==> src/sv/assert_macros.svh <==
// Assertion macros shared by the moving average threshold crossing RTL.
// No dependencies; included by moving_average_threshold_crossing_unit, which carries assertions.
`ifndef ASSERT_MACROS_SVH
`define ASSERT_MACROS_SVH

// Same-cycle implication, disabled during reset
`define MAT_ASSERT_IMPL(label, clk, rst, ante, cons) \
  label: assert property (@(posedge clk) disable iff (rst) (ante) |-> (cons)) \
    else $error("assertion failed");

// Next-cycle implication, disabled during reset
`define MAT_ASSERT_NEXT(label, clk, rst, ante, cons) \
  label: assert property (@(posedge clk) disable iff (rst) (ante) |=> (cons)) \
    else $error("assertion failed");

`endif

==> src/sv/mat_pkg.sv <==
// Package for the moving average threshold crossing unit: defaults, field widths,
// register indexes and the divider status struct. No dependencies.
package mat_pkg;

  // Defaults for the top-level parameters
  localparam int WINDOW_MAX_DEF  = 16;
  localparam int SAMPLE_BITS_DEF = 16;

  // Fixed field widths
  localparam int WL_BITS        = 5;
  localparam int THR_BITS       = 16;
  localparam int CNT_BITS       = 32;
  localparam int CFG_INDEX_BITS = 2;
  localparam int CFG_DATA_BITS  = 16;

  // Register reset values
  localparam logic [WL_BITS-1:0]         WL_RESET  = 5'd5;
  localparam logic signed [THR_BITS-1:0] THR_RESET = 16'sd50;

  // Register indexes
  localparam logic [CFG_INDEX_BITS-1:0] REG_WINDOW_LENGTH = 2'd0;
  localparam logic [CFG_INDEX_BITS-1:0] REG_THRESHOLD     = 2'd1;

  // Serial divider status
  typedef struct packed {
    logic busy;
    logic done;
  } div_status_t;

endpackage

==> src/sv/mat_ram.sv <==
// Generic single-write, single-read RAM with registered read data.
// No dependencies.
module mat_ram #(
  parameter int WIDTH = 16,
  parameter int DEPTH = 16
) (
  input  logic                                       clk,
  input  logic                                       wr_en,
  input  logic [((DEPTH > 1) ? $clog2(DEPTH) : 1)-1:0] wr_addr,
  input  logic [WIDTH-1:0]                           wr_data,
  input  logic [((DEPTH > 1) ? $clog2(DEPTH) : 1)-1:0] rd_addr,
  output logic [WIDTH-1:0]                           rd_data
);

  logic [WIDTH-1:0] mem [DEPTH];

  // write port and registered read port
  always_ff @(posedge clk) begin
    if (wr_en) begin
      mem[wr_addr] <= wr_data;
    end
    rd_data <= mem[rd_addr];
  end

endmodule

==> src/sv/mat_serial_div.sv <==
// Bit-serial restoring divider: one quotient bit per cycle, MSB first.
// Depends on mat_pkg (div_status_t).
module mat_serial_div #(
  parameter int DIVIDEND_BITS = 21,
  parameter int DIVISOR_BITS  = 5
) (
  input  logic                     clk,
  input  logic                     rst,
  input  logic                     start,
  input  logic [DIVIDEND_BITS-1:0] dividend,
  input  logic [DIVISOR_BITS-1:0]  divisor,
  output logic [DIVIDEND_BITS-1:0] quotient,
  output mat_pkg::div_status_t     status
);

  localparam int STEP_BITS = (DIVIDEND_BITS > 1) ? $clog2(DIVIDEND_BITS) : 1;

  logic [DIVIDEND_BITS-1:0] quo;     // dividend shifts out, quotient shifts in
  logic [DIVISOR_BITS-1:0]  rem;
  logic [DIVISOR_BITS-1:0]  dvsr;
  logic [STEP_BITS-1:0]     step;
  logic                     busy;
  logic                     done;

  logic [DIVISOR_BITS:0]    trial;
  logic [DIVISOR_BITS:0]    trial_diff;
  logic                     fits;

  // one trial subtraction per cycle
  assign trial      = {rem, quo[DIVIDEND_BITS-1]};
  assign trial_diff = trial - {1'b0, dvsr};
  assign fits       = (trial >= {1'b0, dvsr});

  always_ff @(posedge clk) begin
    if (rst) begin
      busy <= 1'b0;
      done <= 1'b0;
    end else begin
      done <= 1'b0;
      if (start) begin
        quo  <= dividend;
        rem  <= '0;
        dvsr <= divisor;
        step <= STEP_BITS'(DIVIDEND_BITS - 1);
        busy <= 1'b1;
      end else if (busy) begin
        rem  <= fits ? trial_diff[DIVISOR_BITS-1:0] : trial[DIVISOR_BITS-1:0];
        quo  <= {quo[DIVIDEND_BITS-2:0], fits};
        step <= step - 1'b1;
        if (step == '0) begin
          busy <= 1'b0;
          done <= 1'b1;
        end
      end
    end
  end

  assign quotient    = quo;
  assign status.busy = busy;
  assign status.done = done;

endmodule

==> src/sv/moving_average_threshold_crossing_unit.sv <==
// Moving average threshold crossing unit: averages the newest window_length samples,
// flags changes of the above-threshold state and counts them (saturating).
// Depends on mat_pkg, mat_ram, mat_serial_div and assert_macros.svh.
//
// One sample item is taken at a time. It passes the accept and read of the history
// RAM, then the update of the running sum, then the bit-serial divider (sum / fill
// count over a dividend of SAMPLE_BITS + clog2(WINDOW_MAX+1) bits, one quotient bit
// per cycle), and then waits to load the result register until the result is free.
// A new sample is accepted while a finished result still waits to be taken. Writing
// window_length empties the history at once; config writes are accepted only while
// no sample is in progress, and a pending config write takes priority over a waiting
// sample.
`include "assert_macros.svh"

module moving_average_threshold_crossing_unit #(
  parameter int WINDOW_MAX  = mat_pkg::WINDOW_MAX_DEF,
  parameter int SAMPLE_BITS = mat_pkg::SAMPLE_BITS_DEF
) (
  input  logic                                clk,
  input  logic                                rst,
  // sample channel
  input  logic                                sample_valid,
  output logic                                sample_ready,
  input  logic signed [SAMPLE_BITS-1:0]       sample_value,
  // result channel
  output logic                                result_valid,
  input  logic                                result_ready,
  output logic signed [SAMPLE_BITS-1:0]       smoothed_value,
  output logic                                is_above,
  output logic                                crossing_flag,
  output logic [mat_pkg::CNT_BITS-1:0]        crossings_total,
  // configuration write channel
  input  logic                                cfg_valid,
  output logic                                cfg_ready,
  input  logic [mat_pkg::CFG_INDEX_BITS-1:0]  cfg_index,
  input  logic [mat_pkg::CFG_DATA_BITS-1:0]   cfg_data
);

  localparam int LEN_BITS  = $clog2(WINDOW_MAX + 1);
  localparam int PTR_BITS  = (WINDOW_MAX > 1) ? $clog2(WINDOW_MAX) : 1;
  localparam int SUM_BITS  = SAMPLE_BITS + LEN_BITS;
  localparam int WLX_BITS  = (LEN_BITS > mat_pkg::WL_BITS) ? LEN_BITS : mat_pkg::WL_BITS;
  localparam int CMP_BITS  = (SAMPLE_BITS > mat_pkg::THR_BITS) ? SAMPLE_BITS
                                                               : mat_pkg::THR_BITS;

  typedef enum logic [1:0] {
    ST_IDLE,
    ST_READ,
    ST_DIV,
    ST_HOLD
  } state_t;

  state_t                              state;
  logic [mat_pkg::WL_BITS-1:0]         window_length;
  logic signed [mat_pkg::THR_BITS-1:0] threshold;
  logic [PTR_BITS-1:0]                 write_pointer;
  logic [LEN_BITS-1:0]                 fill_count;
  logic signed [SUM_BITS-1:0]          running_sum;
  logic                                previous_above;
  logic [mat_pkg::CNT_BITS-1:0]        crossing_counter;

  // per-item payload
  logic signed [SAMPLE_BITS-1:0]       sample;
  logic [PTR_BITS-1:0]                 slot;
  logic                                sum_neg;

  // effective window length: zero acts as one, clamp at WINDOW_MAX
  logic [WLX_BITS-1:0] wl_ext;
  logic [WLX_BITS-1:0] len_w;
  logic [LEN_BITS-1:0] len;

  assign wl_ext = WLX_BITS'(window_length);
  assign len_w  = (window_length == '0) ? WLX_BITS'(1)
                : (wl_ext > WLX_BITS'(WINDOW_MAX)) ? WLX_BITS'(WINDOW_MAX) : wl_ext;
  assign len    = len_w[LEN_BITS-1:0];

  // ring slot for the incoming sample
  logic [PTR_BITS-1:0] slot_adj;
  assign slot_adj = (LEN_BITS'(write_pointer) >= len) ? '0 : write_pointer;

  // history RAM: read the oldest sample at accept, overwrite it in the following cycle
  logic [SAMPLE_BITS-1:0] old_sample;

  mat_ram #(
    .WIDTH (SAMPLE_BITS),
    .DEPTH (WINDOW_MAX)
  ) u_history (
    .clk     (clk),
    .wr_en   (state == ST_READ),
    .wr_addr (slot),
    .wr_data (sample),
    .rd_addr (slot_adj),
    .rd_data (old_sample)
  );

  // running sum, fill count and pointer update
  logic                       window_full;
  logic signed [SUM_BITS-1:0] sum_next;
  logic [LEN_BITS-1:0]        fill_next;
  logic [LEN_BITS-1:0]        ptr_inc;
  logic [PTR_BITS-1:0]        pointer_next;
  logic [SUM_BITS-1:0]        sum_mag;

  assign window_full  = (fill_count >= len);
  assign sum_next     = running_sum
                      - (window_full ? SUM_BITS'(signed'(old_sample)) : SUM_BITS'(0))
                      + SUM_BITS'(sample);
  assign fill_next    = window_full ? len : (fill_count + 1'b1);
  assign ptr_inc      = LEN_BITS'(slot) + 1'b1;
  assign pointer_next = (ptr_inc >= len) ? '0 : ptr_inc[PTR_BITS-1:0];
  assign sum_mag      = sum_next[SUM_BITS-1] ? SUM_BITS'(-sum_next) : SUM_BITS'(sum_next);

  // serial divide of |sum| by the fill count
  logic [SUM_BITS-1:0]  quotient;
  mat_pkg::div_status_t div_status;

  mat_serial_div #(
    .DIVIDEND_BITS (SUM_BITS),
    .DIVISOR_BITS  (LEN_BITS)
  ) u_div (
    .clk      (clk),
    .rst      (rst),
    .start    (state == ST_READ),
    .dividend (sum_mag),
    .divisor  (fill_next),
    .quotient (quotient),
    .status   (div_status)
  );

  // restore the sign, compare, detect the crossing
  logic [SUM_BITS-1:0]           avg_full;
  logic signed [SAMPLE_BITS-1:0] avg;
  logic signed [CMP_BITS-1:0]    avg_cmp;
  logic signed [CMP_BITS-1:0]    thr_cmp;
  logic                          above_now;
  logic                          crossing_now;
  logic                          load;

  assign avg_full     = sum_neg ? (~quotient + 1'b1) : quotient;
  assign avg          = signed'(avg_full[SAMPLE_BITS-1:0]);
  assign avg_cmp      = CMP_BITS'(avg);
  assign thr_cmp      = CMP_BITS'(threshold);
  assign above_now    = (avg_cmp > thr_cmp);
  assign crossing_now = (above_now != previous_above);
  assign load         = (state == ST_HOLD) && (!result_valid || result_ready);

  // config writes only between samples, ahead of a waiting sample
  assign cfg_ready    = (state == ST_IDLE);
  assign sample_ready = (state == ST_IDLE) && !cfg_valid;

  // state, registers and result outputs
  always_ff @(posedge clk) begin
    if (rst) begin
      state            <= ST_IDLE;
      result_valid     <= 1'b0;
      window_length    <= mat_pkg::WL_RESET;
      threshold        <= mat_pkg::THR_RESET;
      write_pointer    <= '0;
      fill_count       <= '0;
      running_sum      <= '0;
      previous_above   <= 1'b0;
      crossing_counter <= '0;
    end else begin
      // result register: a new result replaces a taken one
      if (load) begin
        result_valid <= 1'b1;
      end else if (result_valid && result_ready) begin
        result_valid <= 1'b0;
      end

      unique case (state)
        ST_IDLE: begin
          if (sample_valid && sample_ready) begin
            sample <= sample_value;
            slot   <= slot_adj;
            state  <= ST_READ;
          end
        end
        ST_READ: begin
          running_sum   <= sum_next;
          fill_count    <= fill_next;
          write_pointer <= pointer_next;
          sum_neg       <= sum_next[SUM_BITS-1];
          state         <= ST_DIV;
        end
        ST_DIV: begin
          if (div_status.done) begin
            state <= ST_HOLD;
          end
        end
        ST_HOLD: begin
          if (load) begin
            smoothed_value <= avg;
            crossing_flag  <= crossing_now;
            previous_above <= above_now;
            if (crossing_now && (crossing_counter != '1)) begin
              crossing_counter <= crossing_counter + 1'b1;
            end
            state <= ST_IDLE;
          end
        end
        default: state <= ST_IDLE;
      endcase

      // configuration writes
      if (cfg_valid && cfg_ready) begin
        case (cfg_index)
          mat_pkg::REG_WINDOW_LENGTH: begin
            window_length <= cfg_data[mat_pkg::WL_BITS-1:0];
            write_pointer <= '0;
            fill_count    <= '0;
            running_sum   <= '0;
          end
          mat_pkg::REG_THRESHOLD: begin
            threshold <= signed'(cfg_data[mat_pkg::THR_BITS-1:0]);
          end
          default: ;
        endcase
      end
    end
  end

  assign is_above        = previous_above;
  assign crossings_total = crossing_counter;

  // checks
  `MAT_ASSERT_IMPL(a_fill_in_window, clk, rst, 1'b1, fill_count <= len)
  `MAT_ASSERT_IMPL(a_ptr_in_window, clk, rst, state == ST_IDLE,
                   LEN_BITS'(write_pointer) < len)
  `MAT_ASSERT_IMPL(a_div_only_in_div, clk, rst, div_status.busy || div_status.done,
                   state == ST_DIV)

endmodule
==> config.mk <==
export PLATFORM = sky130hd
export DESIGN_NAME = moving_average_threshold_crossing_unit
export DESIGN_NICKNAME = d
export VERILOG_FILES = /design/src/sv/mat_pkg.sv /design/src/sv/mat_ram.sv /design/src/sv/mat_serial_div.sv /design/src/sv/moving_average_threshold_crossing_unit.sv
export VERILOG_INCLUDE_DIRS = /design/src /design/src/sv
export SDC_FILE = /design/constraint.sdc
export NUM_CORES = 1
export LEC_CHECK = 0
export ABC_AREA = 1
export BUFFER_PORTS_ARGS = -buffer_cell sky130_fd_sc_hd__buf_2
export CAP_MARGIN = 20
export CORE_MARGIN = 1.5
export CORE_UTILIZATION = 54
export CTS_CLUSTER_DIAMETER = 40
export CTS_CLUSTER_SIZE = 20
export DETAILED_ROUTE_END_ITERATION = 10
export PLACE_DENSITY = 0.77
export SYNTH_ARGS = -nofsm -noshare
export SYNTH_HDL_FRONTEND = slang
export SYNTH_HIERARCHICAL = 1
export SYNTH_SLANG_ARGS = --single-unit
==> constraint.sdc <==
create_clock -name clk -period 5.3 [get_ports clk]
set_clock_uncertainty 0.1 [all_clocks]
set_input_delay 0.265 -clock clk [delete_from_list [all_inputs] [get_ports clk]]
set_output_delay 0.265 -clock clk [all_outputs]
set_load 0.005 [all_outputs]
==> summary.md <==
| Metric | Value |
|---|---|
| Syn avg cell area | 8.69 um^2 |
| Initial Util | 54.9% |
| Register Area | 12000 um^2 |
| CTS H-tree lvls | 2 |
| PD cells | 581 nW/um^2 |
| CP max stage cell | fa_1 |
| Synthesized Nets | 2712 |
| Wire length on met1 | 21800 um |
| GP Congestion | 0.872 |
| Max Fclk | 206 MHz |
| Crit-path max cell delay | 0.65 ns |
| Clk root buf | clkbuf_16 |
| Yosys warns | 6 |
| Final hold vios | 0 |
| Multi-input gate area | 8150 um^2 |
| Clk sink count | 435 |
| Largest net degree at the start of global routing | 130 |
| # rows | 74 |
| Final ANT Viol Nets | 0 |
| Max IR drop VDD | 0.369 mV |
| Layout area overhead | 14.8% |
| Initial DRC count | 1485 |
| Placed instance area | 23400 um^2 |
| Via Count | 17400 |
| Final #Nets | 2851 |
| Worst hold slack | 0.0598 ns |
| Die height | 207 um |
| Fin crit share | 91.8% |
| Setup violators final | 0 |
| Syn Std Cell Area | 22500 um^2 |
| CTS clk-pin slew, worst paths | 0.06 ns |
| Commonest non-fill, non-tap cell in the layout | nand2_1 |
| Max-slew violations | 0 |
| RSZ-0062 raised after global routing | no |
| Status | finished, final reports clean |
| Wire length per cell | 16.1 um |
| Top sig layer | met4 |
| PortBufs | 91 |
| Max clock buf depth | 3 |
| First-pass GRT wire length | 85800 um |
| R2R setup slack | 0.44 ns |
| CP max FO | 14 |
| Worst min path class | input port to flop |
| Relative slew slack | 32.9% |
| Critical Path RT | 5.55 ns |
| WP data arrival | 5.11 ns |
| Total grt overflow | 0 |
| Setup TNS | 0 ns |
| Met2 routed wirelength | 26300 um |
| Die footprint | 42900 um^2 |
| Setup CP Type | flop to flop |
| Met3 WL | 3930 um |
| Syn Inst Count | 2586 |
| Lkg Pwr | 11.6 nW |
| CTS tree | yes |
| Worst-margin pin slew | 1.00 ns |
| Die width | 207 um |
| Vias in the first global route | 17100 |
| 1st-pass router iterations | 6 |
| Via density | 5.26 |
| Total wire length | 53200 um |
| Ant diodes | 0 |
| Most used cell, CP | nand2_1 |
| Worst Setup End Kind | flop |
| Clock latency on the worst-skew pair | 0.63 ns |
| Core area | 40900 um^2 |
| Fraction of layout cells with a size suffix above 1 | 10.1% |
| I/O pin cnt | 92 |
| Max Cap Viol | 0 |
| Number of buffers created by CTS | 58 |
| Most frequent cells in the layout | nand2_1 (720), inv_1 (470), edfxtp_1 (330), nand3_1 (287), nor2_1 (139) |
| Overall global routing resource usage | 24.7% |
| Fill cells | 3206 |
| HPWL Detailed | 34500 um |
| Residual DRC | 0 |
| Nature of the critical path startpoint | flop |
| Initial antenna violation count | 0 |
| Post-layout instance area | 25800 um^2 |
| Post-route minimum period | 4.86 ns |
## what timing repair did
item,in CTS,in global routing
resized for setup,0,3
hold buffers,40,0
buffers inserted,0,0
endpoints found under the hold margin,38,0
setup endpoints to repair,0,16
## registers in the layout (all words and copies together) (netlist names)
signal	flops
running_sum	21
thr_cmp	16
u_div/quotient	21
u_div/done	1
u_div/busy	1
crossing_flag	1
fill_count	5
u_history/rd_data	16
u_history/mem	256
result_valid	1
u_div/step	5
write_pointer	4
state	2
slot	4
window_length	5
u_div/rem	5
is_above	1
crossings_total	32
sample	16
smoothed_value	16
u_div/dvsr	5
sum_neg	1
## report_power, final
| group | switching, W | internal [W] | leakage (nW) | total (W) |
|---|---|---|---|---|
| clock | 0.00168 | 0.00227 | 0.977 | 0.00395 |
| sequential | 0.000187 | 0.00412 | 3.84 | 0.00431 |
| combinational | 0.00458 | 0.00215 | 6.80 | 0.00674 |
## worst paths after layout
check	start	end	cells past startpoint
worst max-delay path	window_length[4]	u_div/quotient[16]	28
worst min-delay path	cfg_index[0]	window_length[4]	4
worst max register to register	window_length[4]	u_div/quotient[16]	28
worst min register to register	write_pointer[0]	write_pointer[0]	2
## worst max-delay path: cells and delay by family, from the launching register on
family,cells,cell delay (ns)
adders and majority gates,4,1.63
DFF,1,0.35
and+or+nand+nor,17,1.68
buffers and inverters,5,0.54
AOI/OAI and AO/OA,2,0.30
## metrics by stage
step | power (W) | setup WS, ns | cells | util, %
final | 0.0150 | 0.436 | 3306 | 63.1
after global routing | 0.0162 | 0.0225 | 3306 | 63.1
after CTS | 0.0150 | 0.238 | 3306 | 63.0
after detailed placement | 0.0110 | 0.260 | 3157 | 57.1
after global placement | 0.0108 | 0.414 | 3157 | 57.1
after floorplan | 0.00961 | 0.865 | 2586 | -
## per-layer routing
metal  track usage (%)  up-vias
li1                  -     8566
met1              31.2     8129
met2              43.3      614
met3              3.94       91
met4              8.02        0
met5                 0        -
## layout make-up
class | count | share of cell area (%)
Sequential cell | 435 | 46.5
Multi-Input combinational cell | 1581 | 31.6
Inverter | 482 | 7.03
Clock buffer | 60 | 5.69
Timing Repair Buffer | 167 | 4.41
Tap cell | 532 | 2.58
Clock inverter | 49 | 2.15
Note: power is estimated with default switching activity, not from simulation.
